==> src/hw/rtl/eebs_pkg.sv <==
// Package for the eligible entry best select block: table size, widths,
// operation/criterion/status codes, entry layout and scan control structs.
// No dependencies.
package eebs_pkg;

  localparam int MaxEntries = 64;
  localparam int IdxW       = (MaxEntries > 1) ? $clog2(MaxEntries) : 1;
  localparam int CntW       = $clog2(MaxEntries + 1);

  localparam int IndexW   = 6;
  localparam int QualityW = 16;
  localparam int SpeedW   = 16;
  localparam int PriceW   = 24;

  typedef enum logic [1:0] {
    FUNC_LOAD   = 2'd0,
    FUNC_MARK   = 2'd1,
    FUNC_SELECT = 2'd2,
    FUNC_CLEAR  = 2'd3
  } func_e;

  typedef enum logic [1:0] {
    GOAL_PRICE   = 2'd0,
    GOAL_SPEED   = 2'd1,
    GOAL_QUALITY = 2'd2,
    GOAL_FIRST   = 2'd3
  } goal_e;

  typedef enum logic [1:0] {
    STAT_OK   = 2'd0,
    STAT_NONE = 2'd1,
    STAT_FULL = 2'd2
  } status_e;

  typedef enum logic [1:0] {
    ST_IDLE,
    ST_SCAN,
    ST_DRAIN,
    ST_DONE
  } state_e;

  typedef struct packed {
    logic [PriceW-1:0]   price;
    logic [SpeedW-1:0]   speed;
    logic [QualityW-1:0] quality;
  } entry_t;

  localparam int EntryW = $bits(entry_t);

  // Control from the sequencer to the compare unit
  typedef struct packed {
    logic            clr;
    logic            vld;
    logic [IdxW-1:0] idx;
  } scan_ctl_t;

  // Running result of the compare unit
  typedef struct packed {
    logic            found;
    logic [IdxW-1:0] idx;
  } scan_res_t;

endpackage

==> src/hw/rtl/eebs_ram.sv <==
// Generic single-write, single-read RAM with registered read data.
// No dependencies.
module eebs_ram #(
  parameter int Width = 8,
  parameter int Depth = 64
) (
  input  logic                     clk_i,
  input  logic                     we_i,
  input  logic [$clog2(Depth)-1:0] waddr_i,
  input  logic [Width-1:0]         wdata_i,
  input  logic [$clog2(Depth)-1:0] raddr_i,
  output logic [Width-1:0]         rdata_o
);

  logic [Width-1:0] mem_q [Depth];
  logic [Width-1:0] rdata_q;

  always_ff @(posedge clk_i) begin
    if (we_i) begin
      mem_q[waddr_i] <= wdata_i;
    end
    rdata_q <= mem_q[raddr_i];
  end

  assign rdata_o = rdata_q;

endmodule

==> src/hw/rtl/eebs_cmp.sv <==
// Shared compare unit: checks one entry per cycle for eligibility and keeps
// the best entry seen so far. Depends on eebs_pkg.
module eebs_cmp
  import eebs_pkg::*;
(
  input  logic              clk_i,
  input  logic              rst_ni,
  input  scan_ctl_t         ctl_i,
  input  entry_t            entry_i,
  input  logic              busy_i,
  input  goal_e             goal_i,
  input  logic [PriceW-1:0] budget_i,
  output scan_res_t         res_o
);

  logic   found_q, found_d;
  logic   [IdxW-1:0] idx_q, idx_d;
  entry_t best_q, best_d;
  logic   eligible;
  logic   beats;

  assign eligible = !busy_i && (entry_i.price <= budget_i);

  always_comb begin
    case (goal_i)
      GOAL_PRICE:   beats = entry_i.price < best_q.price;
      GOAL_SPEED:   beats = entry_i.speed > best_q.speed;
      GOAL_QUALITY: beats = entry_i.quality > best_q.quality;
      default:      beats = 1'b0;
    endcase
  end

  always_comb begin
    found_d = found_q;
    idx_d   = idx_q;
    best_d  = best_q;
    if (ctl_i.clr) begin
      found_d = 1'b0;
    end else if (ctl_i.vld && eligible && (!found_q || beats)) begin
      // strict compare keeps the earliest index on ties
      found_d = 1'b1;
      idx_d   = ctl_i.idx;
      best_d  = entry_i;
    end
  end

  always_ff @(posedge clk_i or negedge rst_ni) begin
    if (!rst_ni) begin
      found_q <= 1'b0;
    end else begin
      found_q <= found_d;
    end
  end

  always_ff @(posedge clk_i) begin
    idx_q  <= idx_d;
    best_q <= best_d;
  end

  assign res_o.found = found_q;
  assign res_o.idx   = idx_q;

endmodule

==> src/hw/rtl/eligible_entry_best_select.sv <==
// Top level of the eligible entry best select block: sequencer, entry and
// busy-mark RAMs, shared compare unit and output register.
// Depends on eebs_pkg, eebs_ram and eebs_cmp.
//
// Usage: one request transaction on the s_axis side gives exactly one
// response transaction on the m_axis side. tuser carries the operation code
// (load, mark, select, clear) in and the status out.
// Load, mark and clear finish in the accept cycle; the response is valid in
// the next cycle. A select walks the loaded entries through the compare unit,
// one entry per cycle out of the RAM read port, and its response is
// registered once the last entry has passed the compare unit; an empty
// table skips the scan. No request is taken during a select scan.
// The output register lets a new request be accepted in the cycle the
// previous response is taken; while the receiver stalls, the response holds
// and new requests wait once it is full.
// Reset empties the table (entry count to zero) and drops any pending
// response; the RAM contents are not cleared, and only loaded entries are
// ever compared.
module eligible_entry_best_select
  import eebs_pkg::*;
(
  input  logic        clk_i,
  input  logic        rst_ni,
  input  logic        s_axis_tvalid_i,
  output logic        s_axis_tready_o,
  // [5:0] entry_index, [6] busy_value, [22:7] quality_in, [38:23] speed_in,
  // [62:39] price_in, [64:63] criterion, [88:65] budget, [95:89] zero
  input  logic [95:0] s_axis_tdata_i,
  // [1:0] func
  input  logic [1:0]  s_axis_tuser_i,
  output logic        m_axis_tvalid_o,
  input  logic        m_axis_tready_i,
  // [5:0] chosen_index, [7:6] zero
  output logic [7:0]  m_axis_tdata_o,
  // [1:0] status
  output logic [1:0]  m_axis_tuser_o
);

  // Request fields
  func_e               func;
  logic [IndexW-1:0]   entry_index;
  logic                busy_value;
  entry_t              new_entry;
  goal_e               criterion;
  logic [PriceW-1:0]   budget;

  assign func              = func_e'(s_axis_tuser_i);
  assign entry_index       = s_axis_tdata_i[5:0];
  assign busy_value        = s_axis_tdata_i[6];
  assign new_entry.quality = s_axis_tdata_i[22:7];
  assign new_entry.speed   = s_axis_tdata_i[38:23];
  assign new_entry.price   = s_axis_tdata_i[62:39];
  assign criterion         = goal_e'(s_axis_tdata_i[64:63]);
  assign budget            = s_axis_tdata_i[88:65];

  state_e            state_q, state_d;
  logic [CntW-1:0]   count_q, count_d;
  logic [CntW-1:0]   ptr_q, ptr_d;
  logic              rd_vld_q;
  logic [IdxW-1:0]   rd_idx_q;
  goal_e             goal_q;
  logic [PriceW-1:0] budget_q;

  logic              out_vld_q, out_vld_d;
  status_e           out_stat_q, out_stat_d;
  logic [IndexW-1:0] out_idx_q, out_idx_d;

  logic              in_ready;
  logic              accept;
  logic              scan_last;
  logic              out_free;
  logic              done_load;
  logic              table_full;
  logic              mark_ok;

  logic              ent_we;
  logic              busy_we;
  logic [IdxW-1:0]   busy_waddr;
  logic              busy_wdata;
  entry_t            rd_entry;
  logic              rd_busy;

  scan_ctl_t         scan_ctl;
  scan_res_t         scan_res;

  assign out_free   = !out_vld_q || m_axis_tready_i;
  assign accept     = s_axis_tvalid_i && in_ready;
  assign scan_last  = (ptr_q + CntW'(1)) == count_q;
  assign table_full = 32'(count_q) >= 32'(MaxEntries);
  assign mark_ok    = 32'(entry_index) < 32'(MaxEntries);

  // Next state
  always_comb begin
    state_d = state_q;
    case (state_q)
      ST_IDLE: begin
        if (accept && (func == FUNC_SELECT)) begin
          state_d = (count_q == '0) ? ST_DONE : ST_SCAN;
        end
      end
      ST_SCAN: begin
        if (scan_last) begin
          state_d = ST_DRAIN;
        end
      end
      ST_DRAIN: state_d = ST_DONE;
      ST_DONE: begin
        if (out_free) begin
          state_d = ST_IDLE;
        end
      end
      default: state_d = ST_IDLE;
    endcase
  end

  // Sequencer outputs
  always_comb begin
    in_ready  = 1'b0;
    done_load = 1'b0;
    case (state_q)
      ST_IDLE: in_ready  = out_free;
      ST_DONE: done_load = out_free;
      default: begin
        in_ready  = 1'b0;
        done_load = 1'b0;
      end
    endcase
  end

  // Table writes, counters and response selection
  always_comb begin
    count_d    = count_q;
    ptr_d      = ptr_q;
    ent_we     = 1'b0;
    busy_we    = 1'b0;
    busy_waddr = count_q[IdxW-1:0];
    busy_wdata = 1'b0;
    out_stat_d = out_stat_q;
    out_idx_d  = out_idx_q;
    out_vld_d  = m_axis_tready_i ? 1'b0 : out_vld_q;

    if (state_q == ST_SCAN) begin
      ptr_d = ptr_q + CntW'(1);
    end

    if (accept) begin
      ptr_d = '0;
      case (func)
        FUNC_LOAD: begin
          out_vld_d = 1'b1;
          if (table_full) begin
            out_stat_d = STAT_FULL;
            out_idx_d  = '0;
          end else begin
            ent_we     = 1'b1;
            busy_we    = 1'b1;
            out_stat_d = STAT_OK;
            out_idx_d  = IndexW'(count_q);
            count_d    = count_q + CntW'(1);
          end
        end
        FUNC_MARK: begin
          out_vld_d  = 1'b1;
          busy_we    = mark_ok;
          busy_waddr = IdxW'(entry_index);
          busy_wdata = busy_value;
          out_stat_d = STAT_OK;
          out_idx_d  = entry_index;
        end
        FUNC_CLEAR: begin
          out_vld_d  = 1'b1;
          count_d    = '0;
          out_stat_d = STAT_OK;
          out_idx_d  = '0;
        end
        default: begin
          // select: response comes after the scan
          out_vld_d = out_vld_d;
        end
      endcase
    end

    if (done_load) begin
      out_vld_d  = 1'b1;
      out_stat_d = scan_res.found ? STAT_OK : STAT_NONE;
      out_idx_d  = scan_res.found ? IndexW'(scan_res.idx) : '0;
    end
  end

  always_ff @(posedge clk_i or negedge rst_ni) begin
    if (!rst_ni) begin
      state_q   <= ST_IDLE;
      count_q   <= '0;
      ptr_q     <= '0;
      rd_vld_q  <= 1'b0;
      out_vld_q <= 1'b0;
    end else begin
      state_q   <= state_d;
      count_q   <= count_d;
      ptr_q     <= ptr_d;
      rd_vld_q  <= (state_q == ST_SCAN);
      out_vld_q <= out_vld_d;
    end
  end

  always_ff @(posedge clk_i) begin
    rd_idx_q   <= ptr_q[IdxW-1:0];
    out_stat_q <= out_stat_d;
    out_idx_q  <= out_idx_d;
    if (accept) begin
      goal_q   <= criterion;
      budget_q <= budget;
    end
  end

  eebs_ram #(
    .Width (EntryW),
    .Depth (MaxEntries)
  ) u_entry_ram (
    .clk_i   (clk_i),
    .we_i    (ent_we),
    .waddr_i (count_q[IdxW-1:0]),
    .wdata_i (new_entry),
    .raddr_i (ptr_q[IdxW-1:0]),
    .rdata_o (rd_entry)
  );

  eebs_ram #(
    .Width (1),
    .Depth (MaxEntries)
  ) u_busy_ram (
    .clk_i   (clk_i),
    .we_i    (busy_we),
    .waddr_i (busy_waddr),
    .wdata_i (busy_wdata),
    .raddr_i (ptr_q[IdxW-1:0]),
    .rdata_o (rd_busy)
  );

  assign scan_ctl.clr = accept;
  assign scan_ctl.vld = rd_vld_q;
  assign scan_ctl.idx = rd_idx_q;

  eebs_cmp u_cmp (
    .clk_i    (clk_i),
    .rst_ni   (rst_ni),
    .ctl_i    (scan_ctl),
    .entry_i  (rd_entry),
    .busy_i   (rd_busy),
    .goal_i   (goal_q),
    .budget_i (budget_q),
    .res_o    (scan_res)
  );

  assign s_axis_tready_o = in_ready;
  assign m_axis_tvalid_o = out_vld_q;
  assign m_axis_tdata_o  = {2'b00, out_idx_q};
  assign m_axis_tuser_o  = out_stat_q;

endmodule

==> config.mk <==
export PLATFORM = sky130hd
export DESIGN_NAME = eligible_entry_best_select
export DESIGN_NICKNAME = d
export VERILOG_FILES = /design/src/hw/rtl/eebs_pkg.sv /design/src/hw/rtl/eebs_ram.sv /design/src/hw/rtl/eebs_cmp.sv /design/src/hw/rtl/eligible_entry_best_select.sv
export SDC_FILE = /design/constraint.sdc
export NUM_CORES = 2
export LEC_CHECK = 0
export ABC_CLOCK_PERIOD_IN_PS = 9400
export BUFFER_PORTS_ARGS = -buffer_cell sky130_fd_sc_hd__buf_4
export CAP_MARGIN = 20
export CORE_MARGIN = 4
export CORE_UTILIZATION = 55
export CTS_CLUSTER_SIZE = 14
export DETAILED_ROUTE_END_ITERATION = 12
export PLACE_DENSITY_LB_ADDON = 0.15
export SETUP_SLACK_MARGIN = 0.1
export SLEW_MARGIN = 20
export SYNTH_ARGS = -nofsm -noshare
export SYNTH_HDL_FRONTEND = slang
export SYNTH_HIERARCHICAL = 1
export SYNTH_SLANG_ARGS = --single-unit
==> constraint.sdc <==
create_clock -name clk_i -period 9.4 [get_ports clk_i]
set_clock_uncertainty 0.15 [all_clocks]
set_input_delay 0.47 -clock clk_i [delete_from_list [all_inputs] [get_ports clk_i]]
set_output_delay 0.47 -clock clk_i [all_outputs]
set_load 0.02 [all_outputs]
==> results.yml <==
run_status:
  run_status: "completed"
global_route:
  grt_max_degree: 103
  overflow: 0
  track_usage_pct: 28.88
  grt_pass1_vias: 72740
  grt_pass1_wl_mm: 556.4
  antenna_found_initial: 21
placement:
  placed_area_sq_um: 152100
  gp_congestion: 0.8477
  dpl.hpwl_mm: 213.5
  portBuffers: 104
finish:
  fillCellCount: 18000
  final_nets: 7344
  syn_to_final_growth_pct: 13.22
  drive_gt1_share_pct: 24.75
  final_area_sq_um: 165900
detailed_routing:
  wl_per_cell_um: 35.94
  via_per_inst: 6.709
  vias: 73970
  wl_mm: 396.2
  dr.pass1.iters: 5
  ant_nets: 0
  drt_iter0_markers: 9859
  drc: 0
power_and_ir_drop:
  power_switching_mw: 12.65
  p_leak_nw: 52.13
  sequentialPowerShare_pct: 43.4
  pwr-share-comb_pct: 22.4
  p_int_mw: 32.36
  power_density_nw_per_um2: 271.3
  clkPwrFrac_pct: 34.2
  ir_worst_vdd_mv: 0.2375
  switching_share_pct: 28.10
min_path:
  hold_path_end: "count_q[3]"
  worstHoldPathCells: 5
  min_path_type: "in2reg"
  hp-start: "m_axis_tready_i"
synthesis:
  ys_ff_latch: 3826
  synth.yosys.seq_area_share_pct: 77.90
  syn_area_per_cell_sq_um: 21.79
  synth_top_flop_cell: "edfxtp_1"
  synthTopCellsByCount: "edfxtp_1 (3744), mux4_2 (813), o22ai_1 (255)"
  synth_top_area_cell: "edfxtp_1"
  yosysUniqueCellTypes: 81
  synth_top_area_share_pct: 76.72
  synth_edf_count: 3744
  yosysMostFrequentCell: "edfxtp_1"
  synth_area_leaders: "edfxtp_1 (77%), mux4_2 (12%), mux2i_1 (1.5%), o22ai_1 (1.1%), dfxtp_1 (0.86%)"
  syn-instance-count: 6724
  synth-async-reset-ratio_pct: 0.4966
  synth_area_sq_um: 146500
  yosys_warnings: 6
worst_setup_path:
  path_common_cell: "inv_1"
  end_kind: "register"
  cp-start-kind: "register"
  slowest_stage: "nor2_4"
  r2r_start: "state_q[1]"
  crit_required_ns: 9.79
  critical_path_class: "reg2reg"
  path_delay_family: "simple AND/OR/NAND/NOR gates"
  cp_slowest_stage_delay_ns: 1.05
  path_cells: "inv_1 > ha_1 > inv_1 > nor4b_4 > and2_1 > nor2b_1 > nand3_1 > nor2_4 > buf_4"
  worstPathArrival_ns: 5.83
  r2r_end: "u_entry_ram/mem_q[22][38]"
  ff2ff_path_depth: 9
  path_buf_inv: 3
  cp_max_fo: 35
  rrSetupSlack_ns: 3.96
sta:
  finalCritPeriodShare_pct: 57.86
  grt_setup_unrepaired: "false"
  setup-tns-final_ns: 0
  setup_viol: 0
  max_slew.worst_pin.slew_ns: 1.215
  period_minus_slack_ns: 5.439
  fmax_ghz: 0.1839
  drv_slew: 0
  hold_viol_final: 0
  slew_headroom_pct: 19.03
floorplanning:
  die_width_um: 524.2
  start_util_pct: 55.28
  io_pins: 114
  dieArea_sq_um: 274800
  core_area_sq_um: 265100
  die_h_um: 524.2
  row_count: 189
clocking:
  clock_sinks: 3826
  cts_max_level: 5
  clock_latency_ns: 0.94
  cts_resized: 0
  tritoncts: "done"
  cts_buffer_depth: 4
  cts_root_buffer: "clkbuf_16"
  clk_pin_slew_ns: 0.07
  numCtsBuffers: 382
run:
  max_cap_viol_count: 0
==> cell families after synthesis <==
kind of cell               Yosys count  share of synthesized area (%)
DFF                               3826                          77.90
muxes                             1075                          14.39
AOI/OAI and AO/OA                  703                          3.300
and+or+nand+nor                    554                          1.906
buffers and inverters              459                          1.638
adders and majority gates           87                         0.7428
xor gates and xnor gates            19                         0.1136
other                                1                       0.002559
==> per-layer routing <==
metal / GRT usage (%) / wire, um / part of all wire, % / up-vias
li1: - / - / - / 29320
met1: 41.58 / 153600 / 39 / 39870
met2: 45.07 / 187400 / 47 / 4037
met3: 5.975 / 40040 / 10 / 738
met4: 9.430 / 15120 / 3.8 / 2
met5: 0 / 13 / 0.0033 / -
==> power by group through the flow <==
stage / clock network (mW) / registers, mW / logic (mW)
2_1_floorplan: 0 / 19.6 / 7.19
3_3_place_gp: 0 / 19.9 / 9.94
3_5_place_dp: 0 / 19.9 / 9.99
4_1_cts: 15.6 / 19.5 / 10.1
5_1_grt: 16.4 / 19.5 / 10.7
6_report: 15.4 / 19.5 / 10.1
==> sequential cells by signal (all words and copies together) (netlist names), 2 cells and up <==
register / cells
state_q: 2
goal_q: 2
rd_idx_q: 6
u_cmp/best_q: 56
u_entry_ram/mem_q: 3584
u_entry_ram/rdata_o: 56
u_busy_ram/mem_q: 64
u_cmp/idx_q: 6
m_axis_tuser_o: 2
out_idx_q: 6
ptr_q: 7
budget_q: 24
count_q: 7
==> worst max path at each step <==
stage / slack [ns] / depth (start not counted) / start / end
after floorplan: 2.00 / 9 / state_q[0] / u_cmp/best_q[0]
after global placement: 4.07 / 9 / state_q[0] / u_entry_ram/mem_q[38][47]
after detailed placement: 4.04 / 9 / state_q[0] / u_entry_ram/mem_q[22][39]
after CTS: 4.01 / 9 / state_q[0] / u_entry_ram/mem_q[22][38]
after global routing: 3.85 / 9 / state_q[0] / u_entry_ram/mem_q[22][38]
final: 3.96 / 9 / state_q[1] / u_entry_ram/mem_q[22][38]
==> layout make-up <==
cell class	instances	area [sq um]	area share, %
sequential	3826	114200	68.82
clock buffer	500	10350	6.237
antenna	9	22.52	0.01357
multi-input combinational	2440	30570	18.43
inverter	95	361.6	0.2179
tap	3533	4420	2.664
clock inverter	212	2385	1.437
timing repair buffer	410	3621	2.182
==> placed cells by master, fill, tap and decap left out, types with 63 or more instances in the layout <==
cell and count:
a21oi_1 68, a22oi_1 76, buf_4 287, clkbuf_1 89, clkbuf_16 387, clkinv_2 78
dfxtp_1 63, dlygate4sd3_1 101, edfxtp_1 3744, ha_1 87, inv_1 93, mux2i_1 218
mux4_2 813, nand2_1 95, nor2_1 116, o22ai_1 255
==> worst register-to-register path, cell delays in order (launching register included) <==
cell and delay [ns]:
dfrtp_1 0.42, inv_1 0.13, ha_1 0.23, inv_1 0.12, nor4b_4 0.42, and2_1 0.50
nor2b_1 0.33, nand3_1 0.67, nor2_4 1.06, buf_4 0.88
==> timing repair <==
item / CTS / global route
buffers inserted: 0 / 0
hold endpoints to repair: 3641 / 0
hold buffers: 102 / 0
==> per-stage QoR <==
| step | utilization (%) | total power [mW] | setup WS, ns | instances | hold WS (ns) |
|---|---|---|---|---|---|
| 6_report | 62.59 | 45.01 | 3.961 | 11030 | 0.08010 |
| 5_1_grt | 62.58 | 46.58 | 3.853 | 11020 | 0.07641 |
| 4_1_cts | 62.56 | 45.23 | 4.009 | 11010 | 0.01212 |
| 3_5_place_dp | 57.37 | 29.88 | 4.035 | 10200 | 0.2387 |
| 3_3_place_gp | 57.33 | 29.84 | 4.070 | 10200 | 0.2372 |
| 2_1_floorplan | - | 26.78 | 2.005 | 6725 | 0.02441 |
(Power assumes the default switching activity.)
